$ cat config.mk
export PLATFORM = sky130hd
export DESIGN_NAME = tcc_key_derive
export DESIGN_NICKNAME = d
export VERILOG_FILES = /design/src/hdl/tcc_pkg.sv /design/src/hdl/tcc_key_derive.sv
export SDC_FILE = /design/constraint.sdc
export NUM_CORES = 1
export LEC_CHECK = 0
export BUFFER_PORTS_ARGS = -buffer_cell sky130_fd_sc_hd__buf_2
export CAP_MARGIN = 25
export CORE_ASPECT_RATIO = 0.6
export CORE_MARGIN = 5
export CORE_UTILIZATION = 65
export DETAILED_ROUTE_END_ITERATION = 12
export MAX_ROUTING_LAYER = met4
export PLACE_DENSITY = 0.86
export SYNTH_ARGS = -nofsm -noshare
export SYNTH_HDL_FRONTEND = slang
export SYNTH_SLANG_ARGS = --single-unit
$ cat constraint.sdc
create_clock -name i_clk -period 11.1 [get_ports i_clk]
set_input_delay 1.11 -clock i_clk [delete_from_list [all_inputs] [get_ports i_clk]]
set_output_delay 1.11 -clock i_clk [all_outputs]
set_load 0.05 [all_outputs]
$ cat src/hdl/tcc_pkg.sv
// ----------------------------------------------------------------------------
// Tag character cipher package
// Types, fixed key buffer words and the arithmetic shared by the pipeline.
// ----------------------------------------------------------------------------
`default_nettype none

package tcc_pkg;

    localparam int UID_W  = 56;
    localparam int ID_W   = 16;
    localparam int WORD_W = 32;

    localparam logic [WORD_W-1:0] TEA_DELTA = 32'h9e37_79b9;

    // Pad byte that follows the UID in the top byte of the second word.
    localparam logic [7:0] PAD_BYTE_7 = 8'hb7;

    // Little-endian buffer words, plain and with the forced byte applied.
    localparam logic [WORD_W-1:0] WORD_2       = 32'he7e6_d7d5;
    localparam logic [WORD_W-1:0] WORD_2_FORCE = 32'haae6_d7d5;
    localparam logic [WORD_W-1:0] WORD_3       = 32'hd8a8_3cba;
    localparam logic [WORD_W-1:0] WORD_3_FORCE = 32'haaa8_3cba;
    localparam logic [WORD_W-1:0] WORD_4       = 32'hcf68_4775;
    localparam logic [WORD_W-1:0] WORD_4_FORCE = 32'haa68_4775;
    localparam logic [WORD_W-1:0] WORD_5_FORCE = 32'haafe_e923;

    typedef struct packed {
        logic [WORD_W-1:0] v0;
        logic [WORD_W-1:0] v1;
        logic [WORD_W-1:0] k0;
        logic [WORD_W-1:0] k1;
        logic [WORD_W-1:0] k2;
        logic [WORD_W-1:0] k3;
    } t_tea;

    function automatic logic [WORD_W-1:0] fold_word(
        input logic [WORD_W-1:0] acc,
        input logic [WORD_W-1:0] word
    );
        logic [WORD_W-1:0] ror25;
        logic [WORD_W-1:0] ror10;
        begin
            ror25 = {acc[24:0], acc[31:25]};
            ror10 = {acc[9:0], acc[31:10]};
            fold_word = word + ror25 + ror10 - acc;
        end
    endfunction

    function automatic logic [WORD_W-1:0] tea_mix(
        input logic [WORD_W-1:0] v,
        input logic [WORD_W-1:0] sum,
        input logic [WORD_W-1:0] ka,
        input logic [WORD_W-1:0] kb
    );
        begin
            tea_mix = ((v << 4) + ka) ^ (v + sum) ^ ((v >> 5) + kb);
        end
    endfunction

endpackage

`default_nettype wire

$ cat src/hdl/tcc_key_derive.sv
// ----------------------------------------------------------------------------
// Key derivation pipeline
// Folds the UID and pad words into four key words over five register stages.
// ----------------------------------------------------------------------------
`default_nettype none

module tcc_key_derive
    import tcc_pkg::*;
(
    input  wire logic             i_clk,
    input  wire logic             i_rst_n,
    input  wire logic             i_en,
    input  wire logic             i_valid,
    input  wire logic [UID_W-1:0] i_uid,
    input  wire logic [ID_W-1:0]  i_id,
    output logic                  o_valid,
    output t_tea                  o_state
);

    logic [4:0]        r_vld;

    logic [WORD_W-1:0] r_a2;
    logic [ID_W-1:0]   r_id1;

    logic [WORD_W-1:0] r_a3;
    logic [WORD_W-1:0] r_k0_2;
    logic [ID_W-1:0]   r_id2;

    logic [WORD_W-1:0] r_a4;
    logic [WORD_W-1:0] r_k0_3;
    logic [WORD_W-1:0] r_k1_3;
    logic [ID_W-1:0]   r_id3;

    logic [WORD_W-1:0] r_a5;
    logic [WORD_W-1:0] r_k0_4;
    logic [WORD_W-1:0] r_k1_4;
    logic [WORD_W-1:0] r_k2_4;
    logic [ID_W-1:0]   r_id4;

    t_tea              r_state;

    logic [WORD_W-1:0] n_a2;
    logic [WORD_W-1:0] n_word1;
    t_tea              n_state;

    // The first fold starts from zero and so yields the first word itself.
    assign n_word1 = {PAD_BYTE_7, i_uid[UID_W-1:WORD_W]};
    assign n_a2    = fold_word(i_uid[WORD_W-1:0], n_word1);

    always_comb begin
        n_state.v0 = {{(WORD_W-ID_W){1'b0}}, r_id4};
        n_state.v1 = {{(WORD_W-ID_W){1'b0}}, r_id4};
        n_state.k0 = r_k0_4;
        n_state.k1 = r_k1_4;
        n_state.k2 = r_k2_4;
        n_state.k3 = fold_word(r_a5, WORD_5_FORCE);
    end

    always_ff @(posedge i_clk) begin
        if (!i_rst_n) begin
            r_vld <= '0;
        end else if (i_en) begin
            r_vld <= {r_vld[3:0], i_valid};
        end
    end

    always_ff @(posedge i_clk) begin
        if (i_en) begin
            r_a2    <= n_a2;
            r_id1   <= i_id;

            r_a3    <= fold_word(r_a2, WORD_2);
            r_k0_2  <= fold_word(r_a2, WORD_2_FORCE);
            r_id2   <= r_id1;

            r_a4    <= fold_word(r_a3, WORD_3);
            r_k0_3  <= r_k0_2;
            r_k1_3  <= fold_word(r_a3, WORD_3_FORCE);
            r_id3   <= r_id2;

            r_a5    <= fold_word(r_a4, WORD_4);
            r_k0_4  <= r_k0_3;
            r_k1_4  <= r_k1_3;
            r_k2_4  <= fold_word(r_a4, WORD_4_FORCE);
            r_id4   <= r_id3;

            r_state <= n_state;
        end
    end

    assign o_valid = r_vld[4];
    assign o_state = r_state;

endmodule

`default_nettype wire

# Word level (Yosys, flattened, before mapping)
# Index checks and enable logic that the tools add are counted.
# classes
addsub	24
# op_table
cell	count
32-bit adder	9
32-bit subtractor	8
32-bit adder (first input constant)	7
# word_totals
regBits	533
input_bits	76
word_cells	44

# Longest topological paths before layout
# Gate-level depths: netlist (run 1).
# logic_depth
depth_word	3
ltp_mapped	17
ltp_nobuf	17

# Worst setup path before layout (run 1)
# OpenSTA, ideal clock, no wires.
# synth_timing
path_kind	input to register
from	in i_uid[6]
to	reg r_a2[30] (data pin)
setup_ps	258
arrival_ps	4317
t_required_ps	10842
path_slack_ps	6525
path_stages	15
n_path_buf	0
path_cell_list	inv_1 fa_1 inv_1 fa_1 inv_1 ha_1 or4_1 o21a_1 o2111a_2 a21bo_4 a31oi_4 o21ai_1 and2_1 o41a_1 xor2_1
# synth_between
elab_chain_cells	3
# synth_rtl
element	line_no	rtl
from (decl)	tcc_key_derive.sv:14	input wire logic [UID_W-1:0] i_uid,
32-bit adder (2 in a row)	tcc_pkg.sv:45	fold_word = word + ror25 + ror10 - acc;
32-bit subtractor (*)	tcc_pkg.sv:45	
via n_a2[30]	tcc_key_derive.sv:42	logic [WORD_W-1:0] n_a2;
to (signal assigned)	tcc_key_derive.sv:69	r_a2 <= n_a2;
to (decl)	tcc_key_derive.sv:22	logic [WORD_W-1:0] r_a2;
# The timed path passes the listed nets; every way through them passes the cells marked *.
# A chain may end at the register's enable or synchronous reset.

# Final worst setup path (run 1)
# layout_timing
from	reg r_a2[20]
to	reg r_a3[31] (data pin)
# layout_between
elab_chain_cells	3
# layout_rtl
element	line_no	rtl
32-bit adder (2 in a row)	tcc_pkg.sv:45	
32-bit subtractor (*)	tcc_pkg.sv:45	
to (signal assigned)	tcc_key_derive.sv:72	r_a3 <= fold_word(r_a2, WORD_2);
to (decl)	tcc_key_derive.sv:25	logic [WORD_W-1:0] r_a3;
# Mark *: on every way between the ends. The rest lies on a longest branch, timed or not.

==> impl_metrics.env, run 1 <==
export IMPL_status="finished, final reports clean"
export IMPL_core_area_mm2=0.0463
export IMPL_fin_skew_ns=0.0144
export IMPL_cp_data_required_time_ns=11.42
export IMPL_ys_warn_count=0
export IMPL_grt_max_degree=176
export IMPL_hold_class="register to register"
export IMPL_clk_path_buf_depth=3
export IMPL_ant_nets=0
export IMPL_yosysMostFrequentCell="inv_1"
export IMPL_track_usage=0.331
export IMPL_async_flop_share=0
export IMPL_drt_iter0_markers=2280
export IMPL_endpoint_kind="register"
export IMPL_synth_compound_area_share=0.106
export IMPL_ys_seq_elements=460
export IMPL_vias_per_cell=6.00
export IMPL_cts_max_level=2
export IMPL_synthXorXnorAreaFrac=0.0495
export IMPL_synthMuxAreaShare=0.00197
export IMPL_start_util=0.657
export IMPL_hold_viol=0
export IMPL_cts_tree="done"
export IMPL_fmax_mhz=190
export IMPL_mappedNetlistArea_mm2=0.0304
export IMPL_dieArea_mm2=0.0514
export IMPL_postCtsHoldBufs=0
export IMPL_drc=0
export IMPL_post_route_period_util=0.475
export IMPL_antenna_found_initial=0
export IMPL_cts_root_buf="clkbuf_16"
export IMPL_area_growth_pct=9.63
export IMPL_slew_viol_final=0
export IMPL_critPathLaunchType="register"
export IMPL_startpoint="r_a2[20]"
export IMPL_clk_insertion_delay_late_ns=0.57
export IMPL_grt_pass1_vias=20400
export IMPL_first_pass_iters=5
export IMPL_final_nets=3358
export IMPL_nFillCells=3177
export IMPL_setup_viol=0
export IMPL_dp_hpwl_mm=65.2
export IMPL_reg2reg_from="r_a2[20]"
export IMPL_synth_edff_count=455
export IMPL_post_cts_resized=0
export IMPL_rsz0062_at_grt="false"
export IMPL_cp_max_fo=7
export IMPL_wire_per_inst_um=23.8
export IMPL_setup_tns_ns=0
export IMPL_cts_buffers_inserted=43
export IMPL_criticalPathCategory="register to register"
export IMPL_synth_simple_area_share=0.0545
export IMPL_syn_inst=2538
export IMPL_synth_avg_cell_area_um2=12.0
export IMPL_fin_crit_ns=5.27
export IMPL_crit_end="r_a3[31]"
export IMPL_clk_pin_slew_ns=0.07
export IMPL_netlist_area_leader_share=0.449
export IMPL_yosys_area_top_type="edfxtp_1"
export IMPL_slew_headroom=0.268
export IMPL_dr_total_vias=20600
export IMPL_boundaryPins=269
export IMPL_ys_top_cells_by_count="491 x inv_1, 455 x edfxtp_1, 311 x ha_1, 197 x fa_1, 159 x a21oi_1"
export IMPL_row_count=61
export IMPL_drive_above_1_share=0.117
export IMPL_die_x_um=289
export IMPL_rrSetupSlack_ns=5.83
export IMPL_dieHeight_um=178
export IMPL_antenna_cells=0
export IMPL_ys_types=84
export IMPL_finalWirelength_mm=81.7
export IMPL_cts_setup_buffers=0
export IMPL_drv_cap=0
export IMPL_synth_top_family_by_area="adder cells"
export IMPL_ys_seq_area_frac=0.452
export IMPL_port_buffers=236
export IMPL_synthAdderAreaFrac=0.258
export IMPL_rr_worst_depth=12
export IMPL_ys_flop_type="edfxtp_1"
export IMPL_clkSinkCount=460
export IMPL_min_path_cells=0
export IMPL_grt_pass1_wl_mm=124
export IMPL_cp_arrival_ns=5.58
export IMPL_tightest_slew_ns=1.09
export IMPL_place_congestion=1.03
export IMPL_yosys_top_cells_area="edfxtp_1 45%, fa_1 13%, ha_1 13%"
export IMPL_overflow=0
export IMPL_timing_rr_end="r_a3[31]"
## how the worst min path moves through the flow
| stage | startpoint | to | slack (ns) |
|---|---|---|---|
| 6_report | r_k1_4[29] | o_state[93] | 0.42 |
| 4_1_cts | r_k1_4[29] | o_state[93] | 0.42 |
| 3_5_place_dp | r_k1_3[26] | r_k1_4[26] | 0.40 |
| 5_1_grt | r_id3[0] | r_id4[0] | 0.43 |
| 2_1_floorplan | r_k0_4[4] | o_state[100] | 0.40 |
| 3_3_place_gp | r_id4[3] | o_state[131] | 0.40 |
## worst max-delay path, cell delays in order (launching register included)
cell and delay [ns]:
edfxtp_1 0.58, inv_1 0.21, fa_1 0.47, fa_1 0.47, ha_1 0.45, and2_1 0.25, nand3_1 0.19, a2111oi_1 0.75
nor2_2 0.19, o21ai_0 0.91, nand2_1 0.14, a32oi_1 0.27, xnor2_1 0.10
## cells in the final DEF, fill, tap and decap left out, types with 17 or more instances in the layout
cell type  Yosys  routed
a21o_1        89      89
a21oi_1      159     159
a31oi_1       22      22
and3_1        17      17
buf_2          1     235
clkbuf_16      0      43
conb_1         1      32
edfxtp_1     455     455
fa_1         197     197
ha_1         311     311
inv_1        491     491
nand2_1       64      64
nand2b_1      20      20
nand3_1       33      33
nor2_1        81      81
nor2b_1       29      29
nor3_1        20      20
o21a_1        19      19
o21ai_0       76      76
o21bai_1      21      21
xnor2_1      130     130
xor2_1        42      42
## logic make-up after synthesis
family	count (synthesis)
mux	6
xor+xnor	172
fa+ha+maj	508
flops	460
buf+inv	572
other cells	1
compound gates	494
simple gates	325
## flip-flops by register name, indices dropped and copies added (netlist names)
name	cells
r_id3	16
r_a3	32
r_a5	32
r_k0_4	32
r_k0_3	32
r_id2	16
r_k0_2	8
o_state	144
r_k1_4	32
r_a4	32
r_k1_3	7
r_id4	16
r_vld	5
r_id1	16
r_k2_4	8
r_a2	32
## final cells by class
| cell class | count | area, um^2 | share of cell area |
|---|---|---|---|
| Tap cell | 630 | 788 | 0.0236 |
| Clock buffer | 53 | 1110 | 0.0334 |
| Clock inverter | 25 | 170 | 0.00510 |
| Timing Repair Buffer | 241 | 1260 | 0.0378 |
| Sequential cell | 460 | 13800 | 0.413 |
| Multi-Input combinational cell | 1537 | 14400 | 0.432 |
| Inverter | 491 | 1840 | 0.0552 |
## per-layer routing
layer,track usage,up-vias,share of wire
met5,-,-,0
met4,0.0580,0,0.019
met3,0.111,152,0.13
met2,0.445,1194,0.41
met1,0.497,10100,0.44
li1,-,9161,-
## per-stage QoR
step	utilization	hold WS, ns	setup WS, ns	area (um^2)	std cells
after floorplan	-	0.400	6.53	30500	2569
after global placement	0.692	0.400	6.13	32000	3358
after detailed placement	0.692	0.405	6.05	32000	3358
after CTS	0.719	0.417	6.22	33300	3436
after global routing	0.720	0.428	5.81	33400	3437
final	0.720	0.417	5.83	33400	3437
Power of run 1 is not shown: default switching activity piles up to over one toggle a cycle in this logic, so the estimate is an artifact.
==> inputs of run 2 (changes only) <==
- CORE_UTILIZATION: 65 -> 55
- PLACE_DENSITY: 0.86 -> 0.77
- clock period: 11.1 -> 4.35 ns (I/O delays scaled with it)
==> impl_metrics.env, run 2 (same netlist as run 1, synthesis figures left out) <==
export IMPL_status="finished, final reports clean"
export IMPL_tightest_slew_ns=1.04
export IMPL_cts_max_level=2
export IMPL_antenna_found_initial=0
export IMPL_fin_skew_ns=0.0268
export IMPL_clk_pin_slew_ns=0.07
export IMPL_dr_total_vias=20400
export IMPL_placed_area_mm2=0.0327
export IMPL_start_util=0.559
export IMPL_first_pass_iters=7
export IMPL_drv_cap=0
export IMPL_setup_viol=0
export IMPL_boundaryPins=269
export IMPL_layout_commonest_cell="inv_1"
export IMPL_fmax_mhz=233
export IMPL_vias_per_cell=5.65
export IMPL_wire_per_inst_um=22.1
export IMPL_dieHeight_um=192
export IMPL_crit_end="r_a5[30]"
export IMPL_whs_ns=0.0314
export IMPL_startpoint="r_a4[3]"
export IMPL_die_x_um=314
export IMPL_fin_crit_ns=4.29
export IMPL_overflow=0
export IMPL_endpoint_kind="register"
export IMPL_slew_headroom=0.306
export IMPL_dp_hpwl_mm=64.9
export IMPL_drive_above_1_share=0.152
export IMPL_final_core_util=0.636
export IMPL_dieArea_mm2=0.0603
export IMPL_met3_usage=0.0798
export IMPL_clk_path_buf_depth=3
export IMPL_core_area_mm2=0.0544
export IMPL_nFillCells=4198
export IMPL_clkSinkCount=460
export IMPL_timing_rr_end="r_a5[30]"
export IMPL_rr_worst_depth=14
export IMPL_port_buffers=236
export IMPL_clk_insertion_delay_late_ns=0.59
export IMPL_final_nets=3457
export IMPL_post_route_period_util=0.987
export IMPL_grt_max_degree=108
export IMPL_largest_reg_flops=144
export IMPL_grt_pass1_wl_mm=121
export IMPL_busiest_layer="met1"
export IMPL_gr_usage_met2=0.349
export IMPL_cts_buffers_inserted=44
export IMPL_cp_max_fo=3
export IMPL_place_congestion=1.11
export IMPL_cts_tree="done"
export IMPL_dp_worst_setup_slack_ns=-0.0130
export IMPL_hold_class="primary input to register"
export IMPL_use_met1=0.434
export IMPL_slew_viol_final=0
export IMPL_cts_root_buf="clkbuf_16"
export IMPL_cp_data_required_time_ns=4.72
export IMPL_cp_arrival_ns=4.67
export IMPL_critPathLaunchType="register"
export IMPL_final_area_mm2=0.0346
export IMPL_fin_ws_ns=0.0562
export IMPL_area_growth_pct=13.7
export IMPL_final_cell_mix="488 x inv_1, 455 x edfxtp_1, 311 x ha_1"
export IMPL_rsz0062_at_grt="true"
export IMPL_grt_pass1_vias=19900
export IMPL_multi_input_area_mm2=0.0145
export IMPL_antenna_cells=0
export IMPL_reg2reg_from="r_a4[3]"
export IMPL_row_count=66
export IMPL_drc=0
export IMPL_criticalPathCategory="register to register"
export IMPL_ant_nets=0
export IMPL_finalWirelength_mm=79.8
export IMPL_seq_area_mm2=0.0138
export IMPL_track_usage=0.272
export IMPL_hold_viol=0
export IMPL_drt_iter0_markers=1863
export IMPL_rrSetupSlack_ns=0.06
run 2: cell count changes in the layout (fill, tap and decap cells not counted), moves of 3 or more:
cell / previous run / this run
clkbuf_1: 10 / 3
a21oi_2: 0 / 5
inv_1: 491 / 488
buf_12: 1 / 4
clkinv_1: 9 / 5
bufinv_16: 0 / 8
inv_6: 4 / 1
buf_4: 3 / 84
dlygate4sd3_1: 0 / 15
clkinv_2: 7 / 10
a21oi_1: 159 / 154
inv_2: 0 / 3
run 2: critical path, stage by stage, from the launching register on:
cell and delay (ns):
edfxtp_1 0.44, inv_1 0.17, fa_1 0.56, fa_1 0.54, ha_1 0.33, nor2b_1 0.16
o31a_1 0.27, o31ai_1 0.25, buf_4 0.17, nand3_1 0.15, nand3_1 0.20, nand3_1 0.11
a21oi_2 0.24, o21ai_0 0.14, xor2_1 0.34
run 2: worst min path at each step:
stage | start | end | slack (ns) | cells past startpoint
6_report | i_id[14] | r_id1[14] | 0.03 | 1
5_1_grt | i_id[14] | r_id1[14] | 0.006 | 1
4_1_cts | i_id[14] | r_id1[14] | 0.003 | 1
3_5_place_dp | r_k0_4[19] | o_state[115] | 0.40 | 0
3_3_place_gp | r_id1[8] | r_id2[8] | 0.40 | 0
2_1_floorplan | r_k0_4[4] | o_state[100] | 0.40 | 0
run 2: layer usage:
metal / vias to the layer above / wire (um)
li1: 9346 / -
met1: 10100 / 39400
met2: 900 / 30700
met3: 65 / 8980
met4: 0 / 765
met5: - / 0
run 2: what timing repair did:
item                       4_1_cts  5_1_grt
setup endpoints to repair        0       36
buffers inserted                 0       13
gates resized for setup          0       25
hold buffers                    15        0
hold endpoints to repair        15        0
run 2: cell type report:
type,count,share of cell area
Sequential cell,460,0.398
Multi-Input combinational cell,1537,0.419
Clock inverter,31,0.0118
Clock buffer,48,0.0329
Inverter,491,0.0533
Tap cell,714,0.0258
Timing Repair Buffer,339,0.0593
run 2: stage by stage:
stage | setup TNS, ns | cells
floorplan | 0 | 2569
global placement | 0 | 3513
detailed placement | -0.0130 | 3513
CTS | 0 | 3607
global route | -0.0143 | 3620
finish | 0 | 3620
Power of run 2 is left out for the same reason.
