<file path="config.mk">
export PLATFORM = sky130hd
export DESIGN_NAME = tcc_half_round
export DESIGN_NICKNAME = d
export VERILOG_FILES = /design/src/hdl/tcc_pkg.sv /design/src/hdl/tcc_half_round.sv
export SDC_FILE = /design/constraint.sdc
export NUM_CORES = 1
export LEC_CHECK = 0
export ABC_AREA = 1
export BUFFER_PORTS_ARGS = -buffer_cell sky130_fd_sc_hd__buf_2
export CAP_MARGIN = 20
export CORE_ASPECT_RATIO = 2
export CORE_MARGIN = 2
export CORE_UTILIZATION = 47
export CTS_CLUSTER_DIAMETER = 200
export DETAILED_ROUTE_END_ITERATION = 8
export GPL_ROUTABILITY_DRIVEN = 1
export GPL_TIMING_DRIVEN = 0
export PLACE_DENSITY = 0.78
export SLEW_MARGIN = 20
export SYNTH_ARGS = -nofsm -noshare
export SYNTH_HDL_FRONTEND = slang
export SYNTH_SLANG_ARGS = --single-unit
</file>
<file path="constraint.sdc">
create_clock -name i_clk -period 3.4 [get_ports i_clk]
set_input_delay 0.68 -clock i_clk [delete_from_list [all_inputs] [get_ports i_clk]]
set_output_delay 0.68 -clock i_clk [all_outputs]
set_load 0.005 [all_outputs]
</file>
<file path="src/hdl/tcc_pkg.sv">
// ----------------------------------------------------------------------------
// Tag character cipher package
// Types, fixed key buffer words and the arithmetic shared by the pipeline.
// ----------------------------------------------------------------------------
`default_nettype none

package tcc_pkg;

    localparam int UID_W  = 56;
    localparam int ID_W   = 16;
    localparam int WORD_W = 32;

    localparam logic [WORD_W-1:0] TEA_DELTA = 32'h9e37_79b9;

    // Pad byte that follows the UID in the top byte of the second word.
    localparam logic [7:0] PAD_BYTE_7 = 8'hb7;

    // Little-endian buffer words, plain and with the forced byte applied.
    localparam logic [WORD_W-1:0] WORD_2       = 32'he7e6_d7d5;
    localparam logic [WORD_W-1:0] WORD_2_FORCE = 32'haae6_d7d5;
    localparam logic [WORD_W-1:0] WORD_3       = 32'hd8a8_3cba;
    localparam logic [WORD_W-1:0] WORD_3_FORCE = 32'haaa8_3cba;
    localparam logic [WORD_W-1:0] WORD_4       = 32'hcf68_4775;
    localparam logic [WORD_W-1:0] WORD_4_FORCE = 32'haa68_4775;
    localparam logic [WORD_W-1:0] WORD_5_FORCE = 32'haafe_e923;

    typedef struct packed {
        logic [WORD_W-1:0] v0;
        logic [WORD_W-1:0] v1;
        logic [WORD_W-1:0] k0;
        logic [WORD_W-1:0] k1;
        logic [WORD_W-1:0] k2;
        logic [WORD_W-1:0] k3;
    } t_tea;

    function automatic logic [WORD_W-1:0] fold_word(
        input logic [WORD_W-1:0] acc,
        input logic [WORD_W-1:0] word
    );
        logic [WORD_W-1:0] ror25;
        logic [WORD_W-1:0] ror10;
        begin
            ror25 = {acc[24:0], acc[31:25]};
            ror10 = {acc[9:0], acc[31:10]};
            fold_word = word + ror25 + ror10 - acc;
        end
    endfunction

    function automatic logic [WORD_W-1:0] tea_mix(
        input logic [WORD_W-1:0] v,
        input logic [WORD_W-1:0] sum,
        input logic [WORD_W-1:0] ka,
        input logic [WORD_W-1:0] kb
    );
        begin
            tea_mix = ((v << 4) + ka) ^ (v + sum) ^ ((v >> 5) + kb);
        end
    endfunction

endpackage

`default_nettype wire

</file>
<file path="src/hdl/tcc_half_round.sv">
// ----------------------------------------------------------------------------
// TEA half-round stage
// Updates one data word of the cipher state and registers the result.
// ----------------------------------------------------------------------------
`default_nettype none

module tcc_half_round
    import tcc_pkg::*;
#(
    parameter logic [31:0] SUM   = 32'h0000_0000,
    parameter bit          UPPER = 1'b0
) (
    input  wire logic i_clk,
    input  wire logic i_rst_n,
    input  wire logic i_en,
    input  wire logic i_valid,
    input  wire t_tea i_state,
    output logic      o_valid,
    output t_tea      o_state
);

    logic r_valid;
    t_tea r_state;
    t_tea n_state;

    always_comb begin
        n_state = i_state;
        if (UPPER) begin
            n_state.v1 = i_state.v1 + tea_mix(i_state.v0, SUM, i_state.k2, i_state.k3);
        end else begin
            n_state.v0 = i_state.v0 + tea_mix(i_state.v1, SUM, i_state.k0, i_state.k1);
        end
    end

    always_ff @(posedge i_clk) begin
        if (!i_rst_n) begin
            r_valid <= 1'b0;
        end else if (i_en) begin
            r_valid <= i_valid;
        end
    end

    always_ff @(posedge i_clk) begin
        if (i_en) begin
            r_state <= n_state;
        end
    end

    assign o_valid = r_valid;
    assign o_state = r_state;

endmodule

`default_nettype wire

</file>
**Yosys cells after proc, flatten, opt, wreduce, memory -nomap -nowiden**

Index checks and enable logic that the tools add are counted.

- Output and inout bits: 193
- Register bits: 193
- Bits of input ports: 196

- Add/sub/neg operators: 3
- Bitwise operators: 2

Operator list:

| operator | count |
|---|---|
| adder 32 bit | 2 |
| bitwise XOR 32 bit | 2 |
| adder 27 x 32 -> 32 bit | 1 |

**Longest topological paths before layout**

Gate-level depths: netlist (run 1).

- Depth in word-level cells: 4
- Gate-level depth with buffers: 26
- Mapped depth without buffers: 26

**Worst setup path before layout (run 1)**

OpenSTA, ideal clock, no wires.

- Kind: input-to-reg
- From: input port i_state[64] (netlist name)
- To: register r_state (netlist bit o_state[191]), data pin
- Data arrival time: 3.345 ns
- Setup slack: -0.197 ns
- Stages: 24
- Buffers on the path: 0
- Cells stage by stage: ha_1 inv_1 fa_1 o21ai_2 nand2_1 nand2_1 nand2_1 nand2_2 nand3_1 nand3b_1 nand2_1 nand2_1 nand2_1 ha_1 nand2_1 inv_1 nand3_1 nor3_1 inv_1 or2_2 nand2_1 a21oi_1 nand3_1 nand2_1

RTL lines:

| element | RTL line | RTL |
|---|---|---|
| start, declared | tcc_half_round.sv:17 | `input wire t_tea i_state,` |
| end signal, assigned | tcc_half_round.sv:45 | `r_state <= n_state;` |
| end, declared | tcc_half_round.sv:23 | `t_tea r_state;` |

==> run_results.csv, run 1 <==
group,metric,value,unit
sta,setup_viol_count_final,5,
placement,dp_worst_setup_slack,-0.932,ns
global_route,overflow,0,
layout,layout.cell_area.non_filler,17100,µm²
placement,numPortBuffers,388,
sta,tightestPinTransition,0.651,ns
placement,dp_hpwl,33500,µm
pwr,power_density,550,nW/µm²
cts,holdBufCountCts,0,
layout,area_delta_synth_final,42.4,%
synthesis,synth_warnings,0,
pwr,leakage,7.60,nW
synthesis,syn_inst,1310,
synthesis,netlist_area,12000,µm²
sta,min_period,3.53,ns
sta,post-route-period-util,104,%
layout,multi_input_area,7390,µm²
detailed_routing,drt_pass1_iterations,6,
cts,cts_num_sinks,193,
cts,clk_path_buf_depth,2,
critical_path,crit_fanout,4,
floorplanning,die_h,230,µm
cts,cts_tree,"built",
sta,maxSlewViolCount,0,
pwr,pwr-share-comb,45.3,%
global_route,grt_usage,30.2,%
sta,hold_violations,0,
cts,cts_buffers,17,
pwr,peakVddDrop,0.000314,V
layout,layout_commonest_cell,"buf_2",
layout,n_fill_cell,1992,
critical_path,crit_arrival,3.74,ns
global_route,use_met3,6.46,%
floorplanning,start_util,47.9,%
detailed_routing,drt_iter0_markers,654,
floorplanning,io_pins,389,
detailed_routing,drc_errors,0,
status,status,"complete, but fails checks",
layout,drive_above_1_share,43.3,%
pwr,seq_power_share,33.4,%
synthesis,avgSynthCellArea,9.19,µm²
global_route,grt_max_degree,111,
cts,root_buffer,"clkbuf_16",
placement,gp_congestion,0.943,
sta,setup-tns-final,-0.190,ns
hold_path,hold_path_class,"in -> reg",
status,violations,"negative setup slack",
pwr,swShare,38.0,%
synthesis,synth-seq-cells,193,
detailed_routing,via_count,11000,
critical_path,critPathKind,"in -> reg",
floorplanning,die_area,27000,µm²
pwr,p_int,5.85,mW
synthesis,synth_edf_count,192,
cts,htree_num_levels,4,
pwr,power.share.clock,21.3,%
critical_path,cp_slowest_cell,"fa_2",
sta,fin_skew,0,ns
global_route,grt_pass1_vias,11200,
floorplanning,core,25100,µm²
global_route,grt_use_met2,56.2,%
sta,max_freq,283,MHz
sta,max_slew_margin,56.6,%
critical_path,r2r_slack,2.72,ns
global_route,grt_antenna_before_repair,4,
critical_path,crit_path_cell_trace,"buf_12 -> ha_4 -> inv_2 -> fa_2 -> o21ai_4 -> a21boi_4 -> o21ai_4 -> buf_4 -> xor2_2 -> xor2_2 -> ha_4 -> nand2_2 -> nor2_1 -> inv_1 -> nor3_1 -> nand3_1 -> nand3_2 -> a21oi_2 -> xnor2_1",
synthesis,async_reset_ff_share,0,%
critical_path,startpoint_type,"primary input",
floorplanning,num_rows,82,
critical_path,worst_path_dominant_cell_family,"adder cells",
floorplanning,die_x,117,µm
sta,setup_ws,-0.133,ns
synthesis,ys_types,46,
sta,grt_setup_unrepaired,"yes",
critical_path,critPathBufInv,4,
global_route,grtUsageMet1,27.7,%
synthesis,ys_seq_area_share,48.1,%
synthesis,synth_fp_nets,1596,
layout,finalNetCount,2046,
layout,final-seq-area,5790,µm²
global_route,grt_pass1_wl,60000,µm
detailed_routing,avgViaCountPerCell,5.22,
detailed_routing,drt_wl_total,42000,µm
flow_run,cap_violations,0,
global_route,top_usage_layer,"met2",
layout,final_cell_mix,"buf_2, nand2_1, edfxtp_1",
synthesis,synth_flop_cell,"edfxtp_1",
detailed_routing,final_antenna_net_count,0,
critical_path,cp-end-kind,"register",
critical_path,critical-path-max-stage-delay,0.41,ns
pwr,switchingPower,3.58,mW
placement,dpl_cell_area,14500,µm²
cts,clk_pin_slew,0.08,ns
critical_path,required,3.61,ns
cts,clock_latency,0.45,ns
detailed_routing,wl_per_cell,19.9,µm
[power groups by stage]
| stage | combinational [mW] | sequential [mW] | clock, mW |
|---|---|---|---|
| finish | 4.27 | 3.15 | 2.01 |
| global route | 4.62 | 3.19 | 2.11 |
| CTS | 3.70 | 3.15 | 2.04 |
| detailed placement | 3.26 | 3.21 | 0 |
| global placement | 3.23 | 3.21 | 0 |
| floorplan | 1.93 | 3.26 | 0 |
[synthesized netlist by cell type (11+ instances only)]
| master | number | area (µm²) |
|---|---|---|
| a21o_1 | 11 | 82.6 |
| ha_1 | 87 | 1090 |
| nand2_1 | 337 | 1260 |
| o21bai_1 | 16 | 120 |
| nand4_1 | 15 | 93.8 |
| nor2_1 | 106 | 398 |
| edfxtp_1 | 192 | 5770 |
| nor3_1 | 12 | 60.1 |
| a21oi_1 | 84 | 420 |
| nand3_1 | 72 | 360 |
| xor2_1 | 69 | 604 |
| o21ai_0 | 30 | 150 |
| nand2_2 | 13 | 81.3 |
| xnor2_1 | 42 | 368 |
| inv_1 | 147 | 552 |
[registers in the layout, indices dropped and copies added, names as in the netlist]
name and flops:
o_state 192, o_valid 1
[timing repair]
action | 4_1_cts | 5_1_grt
buffers inserted | 15 | 27
gates resized for setup | 181 | 181
endpoints found under the setup margin | 19 | 18
pin swaps | 33 | 84
[worst paths after layout]
| kind | start | to | depth (start not counted) |
|---|---|---|---|
| worst min-delay path | i_state[16] | o_state[16] | 1 |
| worst min register to register | o_valid | o_valid | 2 |
| worst max-delay path | i_state[133] | o_state[187] | 19 |
| worst max register to register | o_valid | o_valid | 2 |
[metrics by stage]
step / util, % / hold slack (ns) / power (mW) / std cells
final: 68.2 / 0.395 / 9.43 / 2113
after global routing: 68.2 / 0.376 / 9.92 / 2112
after CTS: 64.2 / 0.367 / 8.89 / 2082
after detailed placement: 57.7 / 0.574 / 6.46 / 2035
after global placement: 57.5 / 0.528 / 6.43 / 2034
after floorplan: - / 0.525 / 5.19 / 1310
[logic make-up (layout without fill, tap and decap cells)]
family                   count (synthesis)  after routing  synth area share (%)
AO/OA/AOI/OAI                          170            170                  8.29
XOR/XNOR                               113            113                  8.35
adder cells (fa/ha/maj)                 90             90                  9.54
buffers and inverters                  154            617                  4.81
flip-flops                             193            193                  48.1
other                                    0              4                     0
AND/OR/NAND/NOR                        590            590                  20.9
[area by class of cell]
cell class | instances | area share (%)
Buffer | 1 | 0.0438
Inverter | 153 | 3.35
Sequential cell | 193 | 33.7
Timing Repair Buffer | 431 | 13.7
Antenna cell | 4 | 0.0584
Multi-Input combinational cell | 963 | 43.1
Clock inverter | 15 | 1.02
Clock buffer | 17 | 2.48
Tap cell | 336 | 2.45
[routing by layer]
| layer | up-vias | routed length [µm] |
|---|---|---|
| li1 | 5330 | - |
| met2 | 473 | 22900 |
| met4 | 0 | 3120 |
| met1 | 5104 | 13500 |
| met5 | - | 0 |
| met3 | 123 | 2530 |
[worst reg2reg max path: cells and delay by family, from the launching register on]
| kind | cells | cell delay, ns |
|---|---|---|
| flops | 1 | 0.31 |
| compound gates | 2 | 0.24 |
Note: power is estimated with default switching activity, not from simulation.
==> run 2, diff against run 1 <==
- ABC_AREA: 1 -> 0
- CORE_UTILIZATION: 47 -> 45
- PLACE_DENSITY: 0.78 -> 0.77
==> run_results.csv, run 2 <==
group,metric,value,unit
synthesis,netlist_area,10600,µm²
cts,holdBufCountCts,0,
pwr,peakVddDrop,0.000463,V
critical_path,rr_startpoint,"o_valid",
global_route,grt_pass1_vias,8607,
detailed_routing,avgViaCountPerCell,5.43,
floorplanning,core,23100,µm²
hold_path,holdPathStages,1,
critical_path,rr_worst_depth,2,
status,status,"complete, but fails checks",
synthesis,yosys.area.top_type_share,54.6,%
floorplanning,die_x,112,µm
synthesis,syn_inst,820,
sta,max_slew_margin,53.8,%
sta,grt_setup_unrepaired,"yes",
pwr,finalPower,9.25,mW
pwr,leakage,6.23,nW
global_route,grt_pass1_wl,46300,µm
sta,post-route-period-util,133,%
detailed_routing,final_antenna_net_count,0,
cts,cts_tree,"built",
cts,htree_num_levels,4,
global_route,top_usage_layer,"met2",
cts,cts_buffers,17,
synthesis,avgSynthCellArea,12.9,µm²
cts,clk_pin_slew,0.07,ns
global_route,overflow,0,
sta,holdWs,0.397,ns
hold_path,hold_path_class,"in -> reg",
cts,cts_num_sinks,193,
synthesis,yosysTopAreaCell,"edfxtp_1",
global_route,grt_antenna_before_repair,3,
sta,setup-tns-final,-15.06,ns
layout,stdcell_count,1575,
placement,dp_cells,1492,
critical_path,critPathKind,"in -> reg",
synthesis,ys_types,62,
sta,fin_skew,0,ns
synthesis,synth_edf_count,192,
layout,final_cell_mix,"buf_2, edfxtp_1, xnor2_1",
placement,dp_hpwl,25000,µm
floorplanning,start_util,45.7,%
detailed_routing,drt_pass1_iterations,4,
layout,finalNetCount,1563,
synthesis,ys_seq_area_share,54.8,%
synthesis,synth-seq-cells,193,
critical_path,critical-path-max-stage-delay,0.39,ns
critical_path,critPathLaunch,"i_state[100]",
global_route,grt_usage,25.0,%
critical_path,crit_arrival,4.69,ns
status,violations,"negative setup slack",
detailed_routing,drt_iter0_markers,457,
layout,layout_commonest_cell,"buf_2",
critical_path,cp_slowest_cell,"fa_2",
layout,largest_reg_flops,192,
sta,setup_ws,-1.11,ns
sta,min_period,4.51,ns
synthesis,synth_flop_cell,"edfxtp_1",
global_route,grt_max_degree,106,
synthesis,yosys-top-cells-count,"edfxtp_1, xnor2_1, ha_1, a21oi_1, a21o_1",
cts,clock_latency,0.45,ns
sta,hold_violations,0,
floorplanning,io_pins,389,
layout,drive_above_1_share,46.5,%
sta,max_freq,222,MHz
synthesis,ys_top_cells_by_area,"edfxtp_1, xnor2_1, ha_1, a21oi_1, a21o_1",
detailed_routing,via_count,8548,
global_route,grt_use_met2,49.2,%
critical_path,crit_fanout,3,
critical_path,cp_common_cell,"xnor2_1",
sta,setup_viol_count_final,21,
floorplanning,num_rows,79,
layout,area_delta_synth_final,38.8,%
global_route,use_met3,6.46,%
cts,root_buffer,"clkbuf_16",
synthesis,async_reset_ff_share,0,%
synthesis,synth_warnings,0,
flow_run,cap_violations,0,
sta,maxSlewViolCount,0,
floorplanning,die_h,221,µm
placement,gp_congestion,0.877,
detailed_routing,wl_per_cell,20.4,µm
global_route,grtUsageMet1,21.9,%
pwr,power_density,631,nW/µm²
sta,tightestPinTransition,0.676,ns
synthesis,synth_most_common_cell,"edfxtp_1",
floorplanning,die_area,24800,µm²
cts,clk_path_buf_depth,2,
synthesis,synth_fp_nets,1106,
critical_path,required,3.59,ns
critical_path,crit_path_cell_trace,"buf_6 -> ha_4 -> fa_2 -> a21oi_4 -> o32ai_2 -> o31a_1 -> a221o_1 -> a221oi_2 -> xnor2_1 -> xnor2_1 -> ha_1 -> a21o_1 -> a21o_1 -> or3_4 -> o21ai_4 -> a31oi_4 -> a211oi_4 -> o21ai_1 -> a21oi_2 -> xnor2_1",
critical_path,startpoint_type,"primary input",
detailed_routing,drt_wl_total,32200,µm
placement,numPortBuffers,388,
detailed_routing,drc_errors,0,
hold_path,hp-start,"i_state[46]",
critical_path,cp-end-kind,"register",
==> run 2: cell count changes in the layout (fill, tap and decap cells not counted), sizes merged, moves of 8 or more <==
cell / previous run / this run
a211oi: 1 / 10
a21o: 11 / 39
a21oi: 87 / 75
buf: 427 / 440
inv: 162 / 33
nand2: 350 / 35
nand2b: 1 / 9
nand3: 75 / 13
nand3b: 9 / 1
nand4: 15 / 4
nor2: 113 / 32
nor3: 15 / 6
xnor2: 42 / 128
xor2: 71 / 20
==> run 2: final cells by class <==
cell class                      count  area, µm²
Clock inverter                     15        161
Antenna cell                        2       5.00
Fill cell                        1815       8470
Clock buffer                       17        425
Sequential cell                   193       5790
Multi-Input combinational cell    596       5380
Buffer                              4       15.0
Timing Repair Buffer              441       2440
Inverter                           24       90.1
Tap cell                          283        354
==> run 2: per-layer routing <==
layer	routed length (µm)	vias to the layer above
li1	-	4020
met1	9980	4042
met2	18000	390
met3	2220	92
met4	1960	4
met5	23	-
==> run 2: through the flow <==
step | cell area, µm² | setup WS (ns) | util, %
final | 14700 | -1.11 | 63.4
after global routing | 14700 | -1.25 | 63.4
after CTS | 14400 | -1.12 | 62.1
after detailed placement | 13000 | -1.98 | 56.4
after global placement | 13000 | -1.97 | 56.2
after floorplan | 10700 | -1.26 | -
==> run 2: critical path, delay by kind of cell <==
kind | cells | cell delay [ns]
AO/OA/AOI/OAI | 12 | 2.19
buffers and inverters | 1 | 0.10
AND/OR/NAND/NOR | 1 | 0.35
XOR/XNOR | 3 | 0.48
adder cells (fa/ha/maj) | 3 | 0.86
==> run 2: what timing repair did <==
| action | CTS | global route |
|---|---|---|
| buffers inserted | 37 | 17 |
| gates resized for setup | 94 | 36 |
| endpoints found under the setup margin | 23 | 23 |
| pin swaps | 49 | 28 |
==> run 2: final timing paths <==
path             endpoint  slack, ns
min reg2reg       o_valid       0.56
min           o_state[46]       0.40
max          o_state[190]      -1.11
max reg2reg       o_valid       2.78
==> run 2: cell families after synthesis <==
family	count (synthesis)	synth area share, %
AO/OA/AOI/OAI	234	15.4
XOR/XNOR	148	12.3
adder cells (fa/ha/maj)	90	10.9
buffers and inverters	31	1.10
flip-flops	193	54.8
multiplexers	1	0.0948
AND/OR/NAND/NOR	123	5.51
==> run 2: where the power goes <==
| group | total (mW) | switching [mW] | internal, mW |
|---|---|---|---|
| Sequential | 3.18 | 0.0794 | 3.10 |
| Clock | 1.98 | 0.995 | 0.987 |
| Combinational | 4.09 | 2.13 | 1.95 |
| Total | 9.25 | 3.21 | 6.04 |
==> run 3, diff against run 2 <==
- BUFFER_PORTS_ARGS: -buffer_cell sky130_fd_sc_hd__buf_2 -> not set
- CORE_UTILIZATION: 45 -> 31
- CTS_CLUSTER_DIAMETER: 200 -> 30
- DONT_BUFFER_PORTS: not set -> 1
- PLACE_DENSITY: 0.77 -> not set
==> run_results.csv, run 3 (synthesis gave the netlist of run 2 again) <==
group,metric,value,unit
pwr,switchingPower,2.97,mW
detailed_routing,drt-met1-wl,9230,µm
critical_path,cp_slowest_cell,"or3_4",
layout,diodes,0,
cts,root_buffer,"clkbuf_16",
placement,dp_worst_setup_slack,-1.89,ns
floorplanning,num_rows,95,
critical_path,critPathKind,"in -> reg",
detailed_routing,top_layer_used,"met4",
placement,numPortBuffers,0,
flow_run,cap_violations,0,
pwr,power_density,693,nW/µm²
pwr,seq_power_share,38.6,%
sta,min_period,4.44,ns
floorplanning,die_x,135,µm
layout,drive_above_1_share,20.5,%
global_route,overflow,0,
sta,setup_ws,-1.04,ns
global_route,grt_pass1_wl,44100,µm
placement,dp_hpwl,24600,µm
pwr,p_int,5.78,mW
layout,layout_commonest_cell,"edfxtp_1",
detailed_routing,drc_errors,0,
detailed_routing,via_count,6855,
pwr,power.share.clock,23.3,%
cts,clk_pin_slew,0.08,ns
layout,layout.cell_area.non_filler,12600,µm²
critical_path,crit_arrival,4.65,ns
layout,n_fill_cell,3182,
cts,holdBufCountCts,0,
cts,clk_path_buf_depth,2,
critical_path,crit_path_cell_trace,"ha_4 -> fa_2 -> a21oi_2 -> o32ai_2 -> o31a_1 -> a221o_1 -> a221oi_2 -> xnor2_1 -> xnor2_1 -> ha_1 -> a21o_1 -> a21o_1 -> or3_4 -> o21ai_4 -> a31oi_4 -> a211oi_4 -> o21ai_1 -> a21oi_1 -> xnor2_1",
critical_path,crit_fanout,3,
sta,tightestPinTransition,0.591,ns
layout,utilization,37.5,%
detailed_routing,wl_per_cell,23.5,µm
cts,cts_num_sinks,193,
sta,post-route-period-util,131,%
hold_path,hold_path_class,"in -> reg",
status,status,"complete, but fails checks",
sta,grt_setup_unrepaired,"yes",
detailed_routing,drt_iter0_markers,294,
sta,setup_viol_count_final,19,
critical_path,critPathBufInv,0,
layout,final_cell_mix,"edfxtp_1, xnor2_1, ha_1",
status,violations,"negative setup slack",
layout,finalNetCount,1166,
floorplanning,die_h,265,µm
sta,maxSlewViolCount,0,
detailed_routing,dr_wl_met3,2530,µm
global_route,grt_max_degree,194,
pwr,leakage,4.62,nW
layout,area_delta_synth_final,19.6,%
cts,clock_latency,0.46,ns
critical_path,startpoint_type,"primary input",
detailed_routing,drt_pass1_iterations,4,
critical_path,cp-end-kind,"register",
global_route,grt_pass1_vias,7255,
critical_path,required,3.61,ns
sta,max_freq,225,MHz
placement,gp_congestion,0.833,
pwr,swShare,33.9,%
critical_path,critical-path-max-stage-delay,0.36,ns
floorplanning,core,33600,µm²
pwr,peakVddDrop,0.000378,V
sta,max_slew_margin,60.3,%
global_route,grt_antenna_before_repair,0,
layout,largest_reg_flops,192,
detailed_routing,wl_met2,18100,µm
critical_path,cp_common_cell,"xnor2_1",
floorplanning,io_pins,389,
cts,htree_num_levels,4,
floorplanning,start_util,31.4,%
cts,cts_buffers,17,
placement,dpl_cell_area,11200,µm²
sta,fin_skew,0,ns
pwr,pwr-share-comb,38.1,%
cts,cts_tree,"built",
detailed_routing,avgViaCountPerCell,5.16,
global_route,grt_usage,17.2,%
critical_path,worst_path_dominant_cell_family,"compound AO/OA/AOI/OAI gates",
floorplanning,die_area,35700,µm²
detailed_routing,drt_wl_total,31300,µm
sta,hold_violations,0,
detailed_routing,final_antenna_net_count,0,
run 3: cell count changes in the layout (fill, tap and decap cells not counted), moves of 4 or more:
| cell | before | now |
|---|---|---|
| buf_4 | 50 | 35 |
| ha_2 | 5 | 1 |
| o21ai_0 | 16 | 20 |
| ha_1 | 66 | 74 |
| a21oi_1 | 47 | 58 |
| buf_2 | 378 | 0 |
| a21oi_2 | 24 | 15 |
| ha_4 | 16 | 12 |
run 3: final timing paths:
check / cells past startpoint / start / slack [ns] / endpoint
worst max-delay path: 19 / i_state[100] / -1.04 / o_state[190]
worst min register to register: 2 / o_valid / 0.55 / o_valid
worst max register to register: 2 / o_valid / 2.78 / o_valid
worst min-delay path: 0 / i_state[76] / 0.31 / o_state[76]
run 3: worst register-to-register path: stages (launching register included):
cell and delay [ns]:
dfxtp_1 0.33, mux2i_1 0.13, nor2b_1 0.06
run 3: timing repair:
item | 4_1_cts | 5_1_grt
setup buffers | 32 | 11
gates resized for setup | 51 | 35
endpoints found under the setup margin | 19 | 21
pin swaps | 54 | 14
run 3: metal layers:
metal  GRT usage, %  up-vias
li1               -     3207
met1           14.0     3275
met2           34.4      317
met3           6.56       56
met4           8.68        0
met5              0        -
run 3: power groups by stage:
| stage | Clock, mW | Sequential (mW) | Combinational [mW] |
|---|---|---|---|
| 3_3_place_gp | 0 | 3.47 | 2.58 |
| 4_1_cts | 2.11 | 3.42 | 3.06 |
| 3_5_place_dp | 0 | 3.46 | 2.61 |
| 6_report | 2.04 | 3.38 | 3.34 |
| 2_1_floorplan | 0 | 3.30 | 2.04 |
| 5_1_grt | 2.17 | 3.42 | 3.65 |
run 3: through the flow:
stage / instances / hold slack [ns] / TNS [ns] / total power, mW
detailed placement: 1256 / 0.546 / -24.94 / 6.07
CTS: 1319 / 0.278 / -10.63 / 8.59
global placement: 1256 / 0.540 / -24.60 / 6.04
finish: 1329 / 0.310 / -11.23 / 8.76
global route: 1329 / 0.284 / -14.57 / 9.24
floorplan: 820 / 0.507 / -13.24 / 5.34
run 3: area by class of cell:
class	count	area, µm²	share of cell area (%)
tap	436	546	4.32
inverter	24	90.1	0.713
timing repair buffer	42	350	2.77
buffer	6	33.8	0.267
sequential	193	5790	45.8
clock inverter	15	168	1.33
clock buffer	17	425	3.37
multi-input combinational	596	5230	41.4
